## config.mk

```make
export PLATFORM = sky130hd
export DESIGN_NAME = gradient_ramp_table
export DESIGN_NICKNAME = d
export VERILOG_FILES = /design/src/grt_pkg.sv /design/src/grt_front.sv /design/src/grt_fifo.sv /design/src/grt_back.sv /design/src/gradient_ramp_table.sv
export SDC_FILE = /design/constraint.sdc
export NUM_CORES = 2
export LEC_CHECK = 0
export ABC_AREA = 1
export BUFFER_PORTS_ARGS = -buffer_cell sky130_fd_sc_hd__buf_2
export CAP_MARGIN = 5
export CELL_PAD_IN_SITES_DETAIL_PLACEMENT = 1
export CELL_PAD_IN_SITES_GLOBAL_PLACEMENT = 1
export CORE_UTILIZATION = 53
export CTS_BUF_LIST = sky130_fd_sc_hd__clkbuf_4 sky130_fd_sc_hd__clkbuf_8
export DETAILED_ROUTE_END_ITERATION = 7
export PLACE_DENSITY = 0.94
export SKIP_CTS_REPAIR_TIMING = 1
export SLEW_MARGIN = 20
export SYNTH_ARGS = -nofsm -noshare
export SYNTH_HDL_FRONTEND = slang
export SYNTH_SLANG_ARGS = --single-unit
```

## constraint.sdc

```tcl
create_clock -name clk_i -period 13.9 [get_ports clk_i]
set_input_delay 1.39 -clock clk_i [delete_from_list [all_inputs] [get_ports clk_i]]
set_output_delay 1.39 -clock clk_i [all_outputs]
set_load 0.1 [all_outputs]
```

## src/grt_pkg.sv

```systemverilog
// ----------------------------------------------------------------------------
// grt_pkg
// Shared types and constants of the gradient ramp table.
// ----------------------------------------------------------------------------
package grt_pkg;

  localparam int MaxStopsDef = 16;
  localparam int TableMaxDef = 4096;
  localparam int QueueDepth  = 2;

  localparam int ActW   = 2;
  localparam int PosW   = 17;
  localparam int ColorW = 32;
  localparam int EntryW = 12;
  localparam int SizeW  = 13;
  localparam int StatW  = 2;

  localparam logic [SizeW-1:0] SizeReset = SizeW'(256);

  typedef enum logic [ActW-1:0] {
    ACT_APPEND = 2'd0,
    ACT_CLEAR  = 2'd1,
    ACT_READ   = 2'd2
  } action_e;

  typedef enum logic [StatW-1:0] {
    ST_OK       = 2'd0,
    ST_NO_STOPS = 2'd1,
    ST_BEYOND   = 2'd2,
    ST_DROPPED  = 2'd3
  } status_e;

  typedef struct packed {
    action_e            act;
    logic [PosW-1:0]    pos;
    logic [ColorW-1:0]  color;
    logic [EntryW-1:0]  entry;
  } item_t;

endpackage

```

## src/grt_front.sv

```systemverilog
// ----------------------------------------------------------------------------
// grt_front
// Accepts requests and classifies them; unused action codes are dropped here.
// ----------------------------------------------------------------------------
module grt_front import grt_pkg::*; (
  input  logic              push,
  input  logic              q_full_i,
  input  logic [ActW-1:0]   action_i,
  input  logic [PosW-1:0]   stop_position_i,
  input  logic [ColorW-1:0] stop_color_i,
  input  logic [EntryW-1:0] entry_index_i,
  output logic              q_push_o,
  output item_t             q_item_o
);

  logic known;

  always_comb begin
    unique case (action_i)
      ACT_APPEND, ACT_CLEAR, ACT_READ: known = 1'b1;
      default:                         known = 1'b0;
    endcase
  end

  assign q_push_o       = push && !q_full_i && known;
  assign q_item_o.act   = action_e'(action_i);
  assign q_item_o.pos   = stop_position_i;
  assign q_item_o.color = stop_color_i;
  assign q_item_o.entry = entry_index_i;

endmodule

```

## src/grt_fifo.sv

```systemverilog
// ----------------------------------------------------------------------------
// grt_fifo
// Short request queue between the front and the back.
// ----------------------------------------------------------------------------
module grt_fifo import grt_pkg::*; (
  input  logic  clk_i,
  input  logic  rst_ni,
  input  logic  push_i,
  input  item_t item_i,
  output logic  full_o,
  output logic  valid_o,
  output item_t item_o,
  input  logic  pop_i
);

  localparam int PtrW = (QueueDepth > 1) ? $clog2(QueueDepth) : 1;
  localparam int CntW = $clog2(QueueDepth + 1);

  item_t            mem_q [QueueDepth];
  logic [PtrW-1:0]  wr_q, wr_d, rd_q, rd_d;
  logic [CntW-1:0]  cnt_q, cnt_d;
  logic             do_push, do_pop;

  assign full_o  = (cnt_q == CntW'(QueueDepth));
  assign valid_o = (cnt_q != '0);
  assign item_o  = mem_q[rd_q];
  assign do_push = push_i && !full_o;
  assign do_pop  = pop_i && valid_o;

  always_comb begin
    wr_d  = wr_q;
    rd_d  = rd_q;
    cnt_d = cnt_q;
    if (do_push) begin
      wr_d = (wr_q == PtrW'(QueueDepth - 1)) ? '0 : wr_q + PtrW'(1);
    end
    if (do_pop) begin
      rd_d = (rd_q == PtrW'(QueueDepth - 1)) ? '0 : rd_q + PtrW'(1);
    end
    if (do_push && !do_pop) begin
      cnt_d = cnt_q + CntW'(1);
    end else if (!do_push && do_pop) begin
      cnt_d = cnt_q - CntW'(1);
    end
  end

  always_ff @(posedge clk_i or negedge rst_ni) begin
    if (!rst_ni) begin
      wr_q  <= '0;
      rd_q  <= '0;
      cnt_q <= '0;
    end else begin
      wr_q  <= wr_d;
      rd_q  <= rd_d;
      cnt_q <= cnt_d;
    end
  end

  always_ff @(posedge clk_i) begin
    if (do_push) begin
      mem_q[wr_q] <= item_i;
    end
  end

endmodule

```

## src/grt_back.sv

```systemverilog
// ----------------------------------------------------------------------------
// grt_back
// Executes queued requests: stores stops, scans segments and interpolates.
// ----------------------------------------------------------------------------
module grt_back import grt_pkg::*; #(
  parameter int MAX_STOPS = MaxStopsDef,
  parameter int TABLE_MAX = TableMaxDef
) (
  input  logic              clk_i,
  input  logic              rst_ni,
  input  logic [SizeW-1:0]  table_size_i,
  input  logic              item_valid_i,
  input  item_t             item_i,
  output logic              item_pop_o,
  output logic              empty,
  input  logic              pop,
  output logic [ColorW-1:0] entry_color_o,
  output logic [StatW-1:0]  status_o
);

  localparam int IdxW = $clog2(MAX_STOPS);
  localparam int CntW = $clog2(MAX_STOPS + 1);
  localparam int DivW = SizeW + 8;
  localparam int RemW = SizeW + 1;
  localparam int CycW = $clog2(DivW);

  typedef enum logic [5:0] {
    S_IDLE   = 6'b000001,
    S_SCAN   = 6'b000010,
    S_MUL    = 6'b000100,
    S_DIV    = 6'b001000,
    S_FIX    = 6'b010000,
    S_FINISH = 6'b100000
  } state_e;

  typedef enum logic [1:0] {
    MODE_NONE  = 2'd0,
    MODE_COLOR = 2'd1,
    MODE_LERP  = 2'd2
  } mode_e;

  function automatic logic [7:0] premul_chan(input logic [7:0] c, input logic [7:0] a);
    logic [15:0] t;
    logic [15:0] s;
    t = c * a;
    s = t + {8'd0, t[15:8]} + 16'h0080;
    return s[15:8];
  endfunction

  state_e state_q, state_d;

  logic [SizeW-1:0]  stop_idx_q [MAX_STOPS];
  logic [ColorW-1:0] stop_col_q [MAX_STOPS];
  logic [CntW-1:0]   cnt_q, cnt_d;

  logic [IdxW-1:0]   i_q, i_d;
  logic [EntryW-1:0] entry_q, entry_d;
  logic [SizeW-1:0]  prev_idx_q, prev_idx_d;
  logic [ColorW-1:0] prev_col_q, prev_col_d;
  mode_e             mode_q, mode_d;
  logic [ColorW-1:0] from_q, from_d, to_q, to_d;
  logic [SizeW-1:0]  j_q, j_d, den_q, den_d;
  logic [RemW-1:0]   rem_q [4];
  logic [RemW-1:0]   rem_d [4];
  logic [DivW-1:0]   quo_q [4];
  logic [DivW-1:0]   quo_d [4];
  logic [3:0]        neg_q, neg_d;
  logic [CycW-1:0]   cyc_q, cyc_d;
  logic [ColorW-1:0] res_col_q, res_col_d;
  status_e           res_st_q, res_st_d;
  logic              out_valid_q, out_valid_d;
  logic [ColorW-1:0] out_col_q, out_col_d;
  status_e           out_st_q, out_st_d;

  // append datapath
  logic [SizeW-1:0]       size_eff;
  logic [PosW+SizeW-1:0]  idx_prod;
  logic [PosW+SizeW:0]    idx_rnd;
  logic [PosW+SizeW-16:0] idx_raw;
  logic [SizeW-1:0]       idx_new;
  logic [ColorW-1:0]      col_new;
  logic                   stop_we;

  assign size_eff = (32'(table_size_i) > TABLE_MAX) ? SizeW'(TABLE_MAX) : table_size_i;
  assign idx_prod = item_i.pos * size_eff;
  assign idx_rnd  = {1'b0, idx_prod} + (PosW+SizeW+1)'(32768);
  assign idx_raw  = idx_rnd[PosW+SizeW:16];
  assign idx_new  = (idx_raw > (PosW+SizeW-15)'(size_eff)) ? size_eff
                                                            : idx_raw[SizeW-1:0];
  assign col_new  = {item_i.color[31:24],
                     premul_chan(item_i.color[23:16], item_i.color[31:24]),
                     premul_chan(item_i.color[15:8],  item_i.color[31:24]),
                     premul_chan(item_i.color[7:0],   item_i.color[31:24])};

  // scan datapath
  logic [SizeW-1:0]  cur_idx;
  logic [ColorW-1:0] cur_col;
  logic [SizeW-1:0]  entry_x;
  logic [CntW-1:0]   last_cnt;

  assign cur_idx  = stop_idx_q[i_q];
  assign cur_col  = stop_col_q[i_q];
  assign entry_x  = SizeW'(entry_q);
  assign last_cnt = cnt_q - CntW'(1);

  logic             slot_free;
  assign slot_free = !out_valid_q || pop;

  always_comb begin
    logic [8:0]      diff;
    logic [7:0]      mag;
    logic [RemW-1:0] sh;
    logic [7:0]      fk, qk;
    logic [ColorW-1:0] lerp;
    state_d     = state_q;
    cnt_d       = cnt_q;
    i_d         = i_q;
    entry_d     = entry_q;
    prev_idx_d  = prev_idx_q;
    prev_col_d  = prev_col_q;
    mode_d      = mode_q;
    from_d      = from_q;
    to_d        = to_q;
    j_d         = j_q;
    den_d       = den_q;
    rem_d       = rem_q;
    quo_d       = quo_q;
    neg_d       = neg_q;
    cyc_d       = cyc_q;
    res_col_d   = res_col_q;
    res_st_d    = res_st_q;
    out_valid_d = out_valid_q;
    out_col_d   = out_col_q;
    out_st_d    = out_st_q;
    item_pop_o  = 1'b0;
    stop_we     = 1'b0;
    diff        = '0;
    mag         = '0;
    sh          = '0;
    fk          = '0;
    qk          = '0;
    lerp        = '0;

    if (pop && out_valid_q) begin
      out_valid_d = 1'b0;
    end

    unique case (state_q)
      S_IDLE: begin
        if (item_valid_i) begin
          item_pop_o = 1'b1;
          res_col_d  = '0;
          case (item_i.act)
            ACT_APPEND: begin
              if (cnt_q < CntW'(MAX_STOPS)) begin
                stop_we  = 1'b1;
                cnt_d    = cnt_q + CntW'(1);
                res_st_d = ST_OK;
              end else begin
                res_st_d = ST_DROPPED;
              end
              state_d = S_FINISH;
            end
            ACT_CLEAR: begin
              cnt_d = '0;
            end
            ACT_READ: begin
              entry_d = item_i.entry;
              res_st_d = ST_OK;
              if (cnt_q == '0) begin
                res_st_d = ST_NO_STOPS;
                state_d  = S_FINISH;
              end else if (SizeW'(item_i.entry) >= size_eff) begin
                res_st_d = ST_BEYOND;
                state_d  = S_FINISH;
              end else begin
                i_d     = '0;
                mode_d  = MODE_NONE;
                state_d = S_SCAN;
              end
            end
            default: ;
          endcase
        end
      end

      S_SCAN: begin
        if (i_q == '0) begin
          if (entry_x < cur_idx) begin
            mode_d = MODE_COLOR;
            from_d = cur_col;
          end
        end else if (prev_idx_q < cur_idx && entry_x >= prev_idx_q && entry_x < cur_idx) begin
          mode_d = MODE_LERP;
          from_d = prev_col_q;
          to_d   = cur_col;
          j_d    = entry_x - prev_idx_q;
          den_d  = cur_idx - prev_idx_q - SizeW'(1);
        end
        prev_idx_d = cur_idx;
        prev_col_d = cur_col;
        if (i_q == last_cnt[IdxW-1:0]) begin
          // tail wins over every segment
          if (entry_x >= cur_idx) begin
            mode_d = MODE_COLOR;
            from_d = cur_col;
          end
          if (mode_d == MODE_LERP) begin
            state_d = S_MUL;
          end else begin
            res_col_d = (mode_d == MODE_COLOR) ? from_d : '0;
            state_d   = S_FINISH;
          end
        end else begin
          i_d = i_q + IdxW'(1);
        end
      end

      S_MUL: begin
        for (int k = 0; k < 4; k++) begin
          diff     = {1'b0, to_q[8*k +: 8]} - {1'b0, from_q[8*k +: 8]};
          neg_d[k] = diff[8];
          mag      = diff[8] ? 8'(-diff) : diff[7:0];
          quo_d[k] = mag * j_q;
          rem_d[k] = '0;
        end
        cyc_d = CycW'(DivW - 1);
        if (den_q == '0) begin
          // one-entry segment takes its start colour
          res_col_d = from_q;
          state_d   = S_FINISH;
        end else begin
          state_d = S_DIV;
        end
      end

      S_DIV: begin
        for (int k = 0; k < 4; k++) begin
          sh = {rem_q[k][RemW-2:0], quo_q[k][DivW-1]};
          if (sh >= {1'b0, den_q}) begin
            rem_d[k] = sh - {1'b0, den_q};
            quo_d[k] = {quo_q[k][DivW-2:0], 1'b1};
          end else begin
            rem_d[k] = sh;
            quo_d[k] = {quo_q[k][DivW-2:0], 1'b0};
          end
        end
        if (cyc_q == '0) begin
          state_d = S_FIX;
        end else begin
          cyc_d = cyc_q - CycW'(1);
        end
      end

      S_FIX: begin
        for (int k = 0; k < 4; k++) begin
          fk = from_q[8*k +: 8];
          qk = quo_q[k][7:0];
          // negative steps round toward minus infinity
          if (neg_q[k]) begin
            lerp[8*k +: 8] = fk - qk - {7'd0, (rem_q[k] != '0)};
          end else begin
            lerp[8*k +: 8] = fk + qk;
          end
        end
        res_col_d = lerp;
        state_d   = S_FINISH;
      end

      S_FINISH: begin
        if (slot_free) begin
          out_valid_d = 1'b1;
          out_col_d   = {res_col_q[31:24], res_col_q[7:0], res_col_q[15:8], res_col_q[23:16]};
          out_st_d    = res_st_q;
          state_d     = S_IDLE;
        end
      end

      default: state_d = S_IDLE;
    endcase
  end

  always_ff @(posedge clk_i or negedge rst_ni) begin
    if (!rst_ni) begin
      state_q     <= S_IDLE;
      cnt_q       <= '0;
      out_valid_q <= 1'b0;
    end else begin
      state_q     <= state_d;
      cnt_q       <= cnt_d;
      out_valid_q <= out_valid_d;
    end
  end

  always_ff @(posedge clk_i) begin
    i_q        <= i_d;
    entry_q    <= entry_d;
    prev_idx_q <= prev_idx_d;
    prev_col_q <= prev_col_d;
    mode_q     <= mode_d;
    from_q     <= from_d;
    to_q       <= to_d;
    j_q        <= j_d;
    den_q      <= den_d;
    rem_q      <= rem_d;
    quo_q      <= quo_d;
    neg_q      <= neg_d;
    cyc_q      <= cyc_d;
    res_col_q  <= res_col_d;
    res_st_q   <= res_st_d;
    out_col_q  <= out_col_d;
    out_st_q   <= out_st_d;
    if (stop_we) begin
      stop_idx_q[cnt_q[IdxW-1:0]] <= idx_new;
      stop_col_q[cnt_q[IdxW-1:0]] <= col_new;
    end
  end

  assign empty         = !out_valid_q;
  assign entry_color_o = out_col_q;
  assign status_o      = out_st_q;

  a_cnt_bound: assert property (@(posedge clk_i) disable iff (!rst_ni)
    cnt_q <= CntW'(MAX_STOPS))
    else $error("stop count beyond capacity");

  a_div_den: assert property (@(posedge clk_i) disable iff (!rst_ni)
    state_q == S_DIV |-> den_q != '0)
    else $error("division started with zero divisor");

  a_out_load: assert property (@(posedge clk_i) disable iff (!rst_ni)
    $rose(out_valid_q) |-> $past(state_q) == S_FINISH)
    else $error("result loaded outside finish");

endmodule

```

## src/gradient_ramp_table.sv

```systemverilog
// ----------------------------------------------------------------------------
// gradient_ramp_table
// Multi-stop colour gradient lookup: stores stops, answers table entries.
// ----------------------------------------------------------------------------
// Requests enter a two-deep queue and are carried out one at a time. An
// append and a refused read (no stops, index beyond size) go straight to
// the result stage, and a clear only resets the stop count and gives no
// result; otherwise a read scans the stored stops one per cycle and, inside
// a segment, runs four parallel restoring dividers, with a setup step
// before them and a rounding step after them.
// The result waits in an output register until popped while new requests
// keep queuing. Stops are kept in registers, so there is no clearing pass.
module gradient_ramp_table import grt_pkg::*; #(
  parameter int MAX_STOPS = MaxStopsDef,
  parameter int TABLE_MAX = TableMaxDef
) (
  input  logic              clk_i,
  input  logic              rst_ni,
  input  logic              cfg_we_i,
  input  logic [SizeW-1:0]  cfg_wdata_i,
  input  logic              push,
  output logic              full,
  input  logic [ActW-1:0]   action_i,
  input  logic [PosW-1:0]   stop_position_i,
  input  logic [ColorW-1:0] stop_color_i,
  input  logic [EntryW-1:0] entry_index_i,
  output logic              empty,
  input  logic              pop,
  output logic [ColorW-1:0] entry_color_o,
  output logic [StatW-1:0]  status_o
);

  logic [SizeW-1:0] table_size_q, table_size_d;
  logic             q_push, q_full, q_valid, q_pop;
  item_t            q_in, q_out;

  assign table_size_d = cfg_we_i ? cfg_wdata_i : table_size_q;

  always_ff @(posedge clk_i or negedge rst_ni) begin
    if (!rst_ni) begin
      table_size_q <= SizeReset;
    end else begin
      table_size_q <= table_size_d;
    end
  end

  assign full = q_full;

  grt_front u_front (
    .push            (push),
    .q_full_i        (q_full),
    .action_i        (action_i),
    .stop_position_i (stop_position_i),
    .stop_color_i    (stop_color_i),
    .entry_index_i   (entry_index_i),
    .q_push_o        (q_push),
    .q_item_o        (q_in)
  );

  grt_fifo u_fifo (
    .clk_i   (clk_i),
    .rst_ni  (rst_ni),
    .push_i  (q_push),
    .item_i  (q_in),
    .full_o  (q_full),
    .valid_o (q_valid),
    .item_o  (q_out),
    .pop_i   (q_pop)
  );

  grt_back #(
    .MAX_STOPS (MAX_STOPS),
    .TABLE_MAX (TABLE_MAX)
  ) u_back (
    .clk_i         (clk_i),
    .rst_ni        (rst_ni),
    .table_size_i  (table_size_q),
    .item_valid_i  (q_valid),
    .item_i        (q_out),
    .item_pop_o    (q_pop),
    .empty         (empty),
    .pop           (pop),
    .entry_color_o (entry_color_o),
    .status_o      (status_o)
  );

endmodule
```

Word level (Yosys, flattened, before mapping)
Memory sizes are Yosys's and may differ from the RTL's. A register that Yosys moved wholly into a read port is not among the register bits.
Index checks and enable logic that the tools add are counted.
- register bits after elaboration: 399
- RAM bits: 846
- bits of input ports: 81
- memories kept: 3
- logic and storage cells: 252
- mux-type cells: 87
- magnitude comparators: 12
- add/subtract/negate cells: 42
- reductions and logical operators: 42
- equal/unequal tests: 27
- bitwise gates (word level): 1
- multipliers: 8
- memories (name ; words ; bits a word ; read ports ; clocked after Yosys merged registers in ; write ports ; line ; text):
    u_back.stop_col_q ; 16 ; 32 ; 1 ; 1 ; 1 ; grt_back.sv:53 ; logic [ColorW-1:0] stop_col_q [MAX_STOPS];
    u_back.stop_idx_q ; 16 ; 13 ; 1 ; 1 ; 1 ; grt_back.sv:52 ; logic [SizeW-1:0] stop_idx_q [MAX_STOPS];
    u_fifo.mem_q ; 2 ; 63 ; 1 ; 0 ; 1 ; grt_fifo.sv:19 ; item_t mem_q [QueueDepth];
- operator list (operator ; number):
    32-bit two-way mux ; 10
    84-bit one-hot mux with 2 select lines ; 1
    32-bit one-hot mux with 4 select lines ; 1
    56-bit one-hot mux with 2 select lines ; 1
    8-bit by 13-bit multiplier with 21-bit output ; 4
    8-bit two-way mux ; 8
    14-bit by 13-bit >= comparator with 1-bit output ; 4
    14-bit two-way mux ; 4
    14-bit nonzero test ; 4
    14-bit by 13-bit subtractor with 14-bit output ; 4
    16-bit by 8-bit adder with 16-bit output ; 3
    16-bit by 8-bit adder with 16-bit output (second input constant) ; 3
    8-bit by 8-bit multiplier with 16-bit output ; 3
    6-bit two-way mux ; 8
    12-bit by 13-bit >= comparator with 1-bit output ; 3
    6-bit one-hot mux with 6 select lines ; 1
    8-bit by 8-bit subtractor with 9-bit output ; 4
    8-bit adder ; 4
    2-bit two-way mux ; 16
    8-bit negation ; 4
    8-bit by 1-bit subtractor with 8-bit output ; 4
    8-bit subtractor ; 4
    30-bit by 16-bit adder with 31-bit output (second input constant) ; 1
    17-bit by 13-bit multiplier with 30-bit output ; 1
    51 further kinds ; 119

Depth between registers and ports, before layout
- depth in word-level cells: 13
- mapped depth: 47

Cells and area by module
Synthesis repeated with hierarchy kept, for this count alone.
- cell total of the unflattened synthesis: 9071
- area, all modules: 88792.7 um^2
- by module, submodules not included (module ; area each (um^2) ; times used ; cells an instance ; sequential area each (um^2)):
    grt_back ; 82967.1 ; 1 ; 8588 ; 33113.0
    grt_fifo ; 4838.4 ; 1 ; 360 ; 3883.7
    gradient_ramp_table ; 495.5 ; 1 ; 55 ; 326.6
    grt_front ; 491.7 ; 1 ; 68 ; 0.0

Least setup slack after synthesis
No wires, ideal clock.
- path type: reg2reg
- start point: reg u_back.state_q[5]
- end point: reg u_back.den_q[0], enable pin
- arrival time: 10.051 ns
- period minus slack after synthesis: 10.596 ns
- required time: 13.355 ns
- stages on the path, launching flop included: 6
- setup slack: 3.304 ns
- path buffers: 0
- cell sequence: dfrtp_1 nor2_1 inv_1 nor4_2 inv_1 nor3_1
- cells in the longest elaborated chain, start to end: 2
- ends and longest elaborated chain (element ; line ; text):
    start, declared ; grt_back.sv:50 ; state_e state_q, state_d;
    start signal, assigned ; grt_back.sv:289 ; state_q <= state_d;
    6-bit by 2-bit == test with 1-bit output ; grt_back.sv:148 ; unique case (state_q)
    3-bit AND reduction (no line) ; -- ;
    end signal, assigned ; grt_back.sv:304 ; den_q <= den_d;
    end, declared ; grt_back.sv:62 ; logic [SizeW-1:0] j_q, j_d, den_q, den_d;
Every way passes these cells.
A chain may end at the register's enable or synchronous reset.

Worst setup path after layout
- start point: reg u_fifo.rd_q
- end point: mem u_back.stop_col_q[12][6], data pin
- cells in the longest elaborated chain, start to end: 4
- ends and longest elaborated chain (element ; line ; text):
    start, declared ; grt_fifo.sv:20 ; logic [PtrW-1:0] wr_q, wr_d, rd_q, rd_d;
    start signal, assigned ; grt_fifo.sv:54 ; rd_q <= rd_d;
    memory 2 x 63 bit ; -- ;
    8-bit by 8-bit multiplier with 16-bit output ; grt_back.sv:45 ; t = c * a;
    16-bit by 8-bit adder with 16-bit output (2 in a row) ; grt_back.sv:46 ; s = t + {8'd0, t[15:8]} + 16'h0080;
    named net u_back.col_new[6] ; grt_back.sv:81 ; logic [ColorW-1:0] col_new;
    end, declared ; grt_back.sv:53 ;
The timed path passes the listed nets, and every way through them passes these cells.

==> results.json <==
{
  "timing.critical_path.slowest_cell_delay_ns": 1.02,
  "cp_max_fo": 70,
  "ys_seq_elements": 1249,
  "setup_repair_after_global_routing_missed_its_margin": "no",
  "first_iter_violations": 7807,
  "worst_hold_path.endpoint": "u_back.entry_color_o[12]",
  "setup.worst_path.start_class": "register",
  "netlist_instances": 8800,
  "cp-end-kind": "register",
  "final_cell_count_no_fill": 11280,
  "fin_worst_skew_ns": 0.09066,
  "cp.depth": 33,
  "synthesis.nets": 10100,
  "post-synth-top-count-cell": "nand2_1",
  "flow.area_growth_from_synthesis_pct": 8.391,
  "start_util_pct": 53.38,
  "fin_util_pct": 57.86,
  "status": "complete, no violations",
  "clock_tree.buffer_depth": 3,
  "holdCritPathClass": "reg2reg",
  "synth_largest_type_area_fraction_pct": 42.03,
  "worst_slew_pin_slew_ns": 1.282,
  "drt_pre_antenna_iters": 8,
  "place_hpwl_um": 206900,
  "gp_congestion": 0.9233,
  "initial_antenna_violation_count": 10,
  "min_from": "u_back.res_col_q[12]",
  "remaining_drc_errors": 0,
  "floorplan.io_pins": 117,
  "yosys_warnings": 0,
  "grt_first_pass_wirelength_um": 479100,
  "slew-limit-headroom_pct": 13.75,
  "tritoncts": "built",
  "synth_enable_flop_cells": 1216,
  "total_routed_length_um": 321300,
  "synth.area.top_cells": "edfxtp_1 42%, fa_1 13%, ha_1 9.5%",
  "rows": 148,
  "number_of_buffers_created_by_cts": 207,
  "crit_top_cell": "nand2_1",
  "number_of_buffers_inserted_by_port_buffering": 116,
  "slowest_stage": "clkinv_1",
  "filler_cell_count": 17890,
  "path_type_of_the_worst_setup_path": "reg2reg",
  "report.final.slew_viol_count": 0,
  "gr_usage_total_pct": 38.60,
  "synth_common_cells": "1613 x nand2_1, 1323 x inv_1, 1216 x edfxtp_1",
  "r2r_start": "u_fifo.rd_q",
  "mappedNetlistArea_um2": 86890,
  "r2r_cells": 33,
  "floorplan.core_area_um2": 162800,
  "nNetsFinal": 10220,
  "route.antenna.remaining_nets": 0,
  "reg2reg_setup_slack_ns": 2.82,
  "pin_count_of_the_biggest_net_entering_global_routing": 235,
  "critical_path.reg2reg.endpoint": "u_back.stop_col_q[12][6]",
  "cts_htree_levels": 4,
  "post-place-cells": 10890,
  "fin_crit_sh_pct": 79.69,
  "yosys_most_used_dff": "edfxtp_1",
  "final_layout_size_suffix_gt1_share_pct": 7.767,
  "maxCapViolCount": 0,
  "route.vias.total": 71780,
  "clk_transition_reported_paths_ns": 0.06,
  "whs_path_depth": 0,
  "fp.dieArea_um2": 165600,
  "synth.yosys.seq_area_share_pct": 42.96,
  "synth.largest_area_cell": "edfxtp_1",
  "clock_insertion_delay_worst_skew_ns": 1.05,
  "clock.fmax_mhz": 90.27,
  "timing.critical_path.max_delay_family": "adder cells",
  "finalHoldViolCount": 0,
  "critical_path_buf_inv_count": 8,
  "drt-vias-per-instance": 6.362,
  "period_minus_slack_ns": 11.08,
  "cp_data_required_time_ns": 14.40,
  "count_of_final_setup_violators": 0,
  "cts_num_sinks": 1249,
  "cts.root.buffer_cell": "clkbuf_8",
  "yosysUniqueCellTypes": 66,
  "synth_area_per_cell_um2": 9.874,
  "die-width_um": 406.9,
  "globalRouteOverflowTotal": 0,
  "cp.arrival_ns": 11.58,
  "postSynth.asyncResetShare_pct": 2.322,
  "routedWlPerCell_um": 28.48,
  "dieHeight_um": 406.9,
  "grt_pass1_vias": 79840,
  "setup_total_negative_slack_ns": 0
}
-- per-layer routing --
metal	up-vias	wire length [µm]	share of wire, %	global-route usage, %
met5	-	53	0.016	0
met4	10	28030	8.7	30.15
met3	1869	30120	9.4	9.053
met2	4846	154700	48	64.62
met1	35450	108400	34	42.25
li1	29600	-	-	-
-- flip-flops by register name, summed over array words and instances, names as in the netlist, 32 cells and up, named ones only --
register	count
u_back.stop_col_q	512
u_back.stop_idx_q	208
u_fifo.mem_q	126
u_back.quo_q	84
u_back.rem_q	56
u_back.entry_color_o	32
u_back.from_q	32
u_back.prev_col_q	32
u_back.res_col_q	32
u_back.to_q	32
-- cells by family after synthesis --
group	share of synthesized area, %
flops	42.96
fa+ha+maj	22.34
xor+xnor	2.379
mux	2.076
buf+inv	7.511
simple gates	13.15
compound gates	9.592
-- how the worst max path moves through the flow --
stage	slack, ns	to	from
2_1_floorplan	3.30	u_back.den_q[0]	u_back.state_q[5]
3_3_place_gp	4.47	u_back.stop_idx_q[10][3]	u_fifo.rd_q
3_5_place_dp	3.73	u_back.stop_col_q[8][5]	u_fifo.rd_q
4_1_cts	3.12	u_back.stop_col_q[11][12]	u_fifo.rd_q
5_1_grt	2.55	u_back.stop_col_q[12][6]	u_fifo.rd_q
6_report	2.82	u_back.stop_col_q[12][6]	u_fifo.rd_q
-- cell type report --
cell class              instances  area [µm²]  share of cell area, %
multi-input cells            5898       43340                  46.02
flip-flops and latches       1249       37340                  39.64
inverters                    1355        5091                  5.406
clock buffers                 267        3362                  3.570
well taps                    2175        2721                  2.890
repair buffers                216        1419                  1.507
clock inverters               118       899.6                 0.9552
diodes                          3       7.507               0.007971
-- layout by cell type (no fill, tap or decap), types with 26 or more instances in the layout --
cell	instances
or2_2	53
o211ai_1	185
buf_4	93
o21bai_1	30
dfrtp_1	26
buf_2	116
nor3_1	32
clkinv_2	31
clkbuf_8	218
ha_1	657
nor4_1	26
fa_1	559
o21ai_1	45
mux2i_1	177
clkbuf_4	50
nand2_1	1612
edfxtp_1	1216
inv_1	1320
nand3_1	320
nand4_1	29
clkinv_1	74
xnor2_1	73
a21oi_1	543
o21ai_0	545
nor2_1	632
xor2_1	154
-- per-stage QoR --
stage          setup slack [ns]  area (µm²)  hold WS, ns
2_1_floorplan             3.304       86890       0.4003
3_3_place_gp              4.474       89680       0.4047
3_5_place_dp              3.734       89680       0.4062
4_1_cts                   3.124       93950       0.4181
5_1_grt                   2.553       94170       0.4283
6_report                  2.822       94180       0.4174
Power is not shown: default switching activity piles up to over one toggle a cycle in this logic, so the estimate is an artifact.
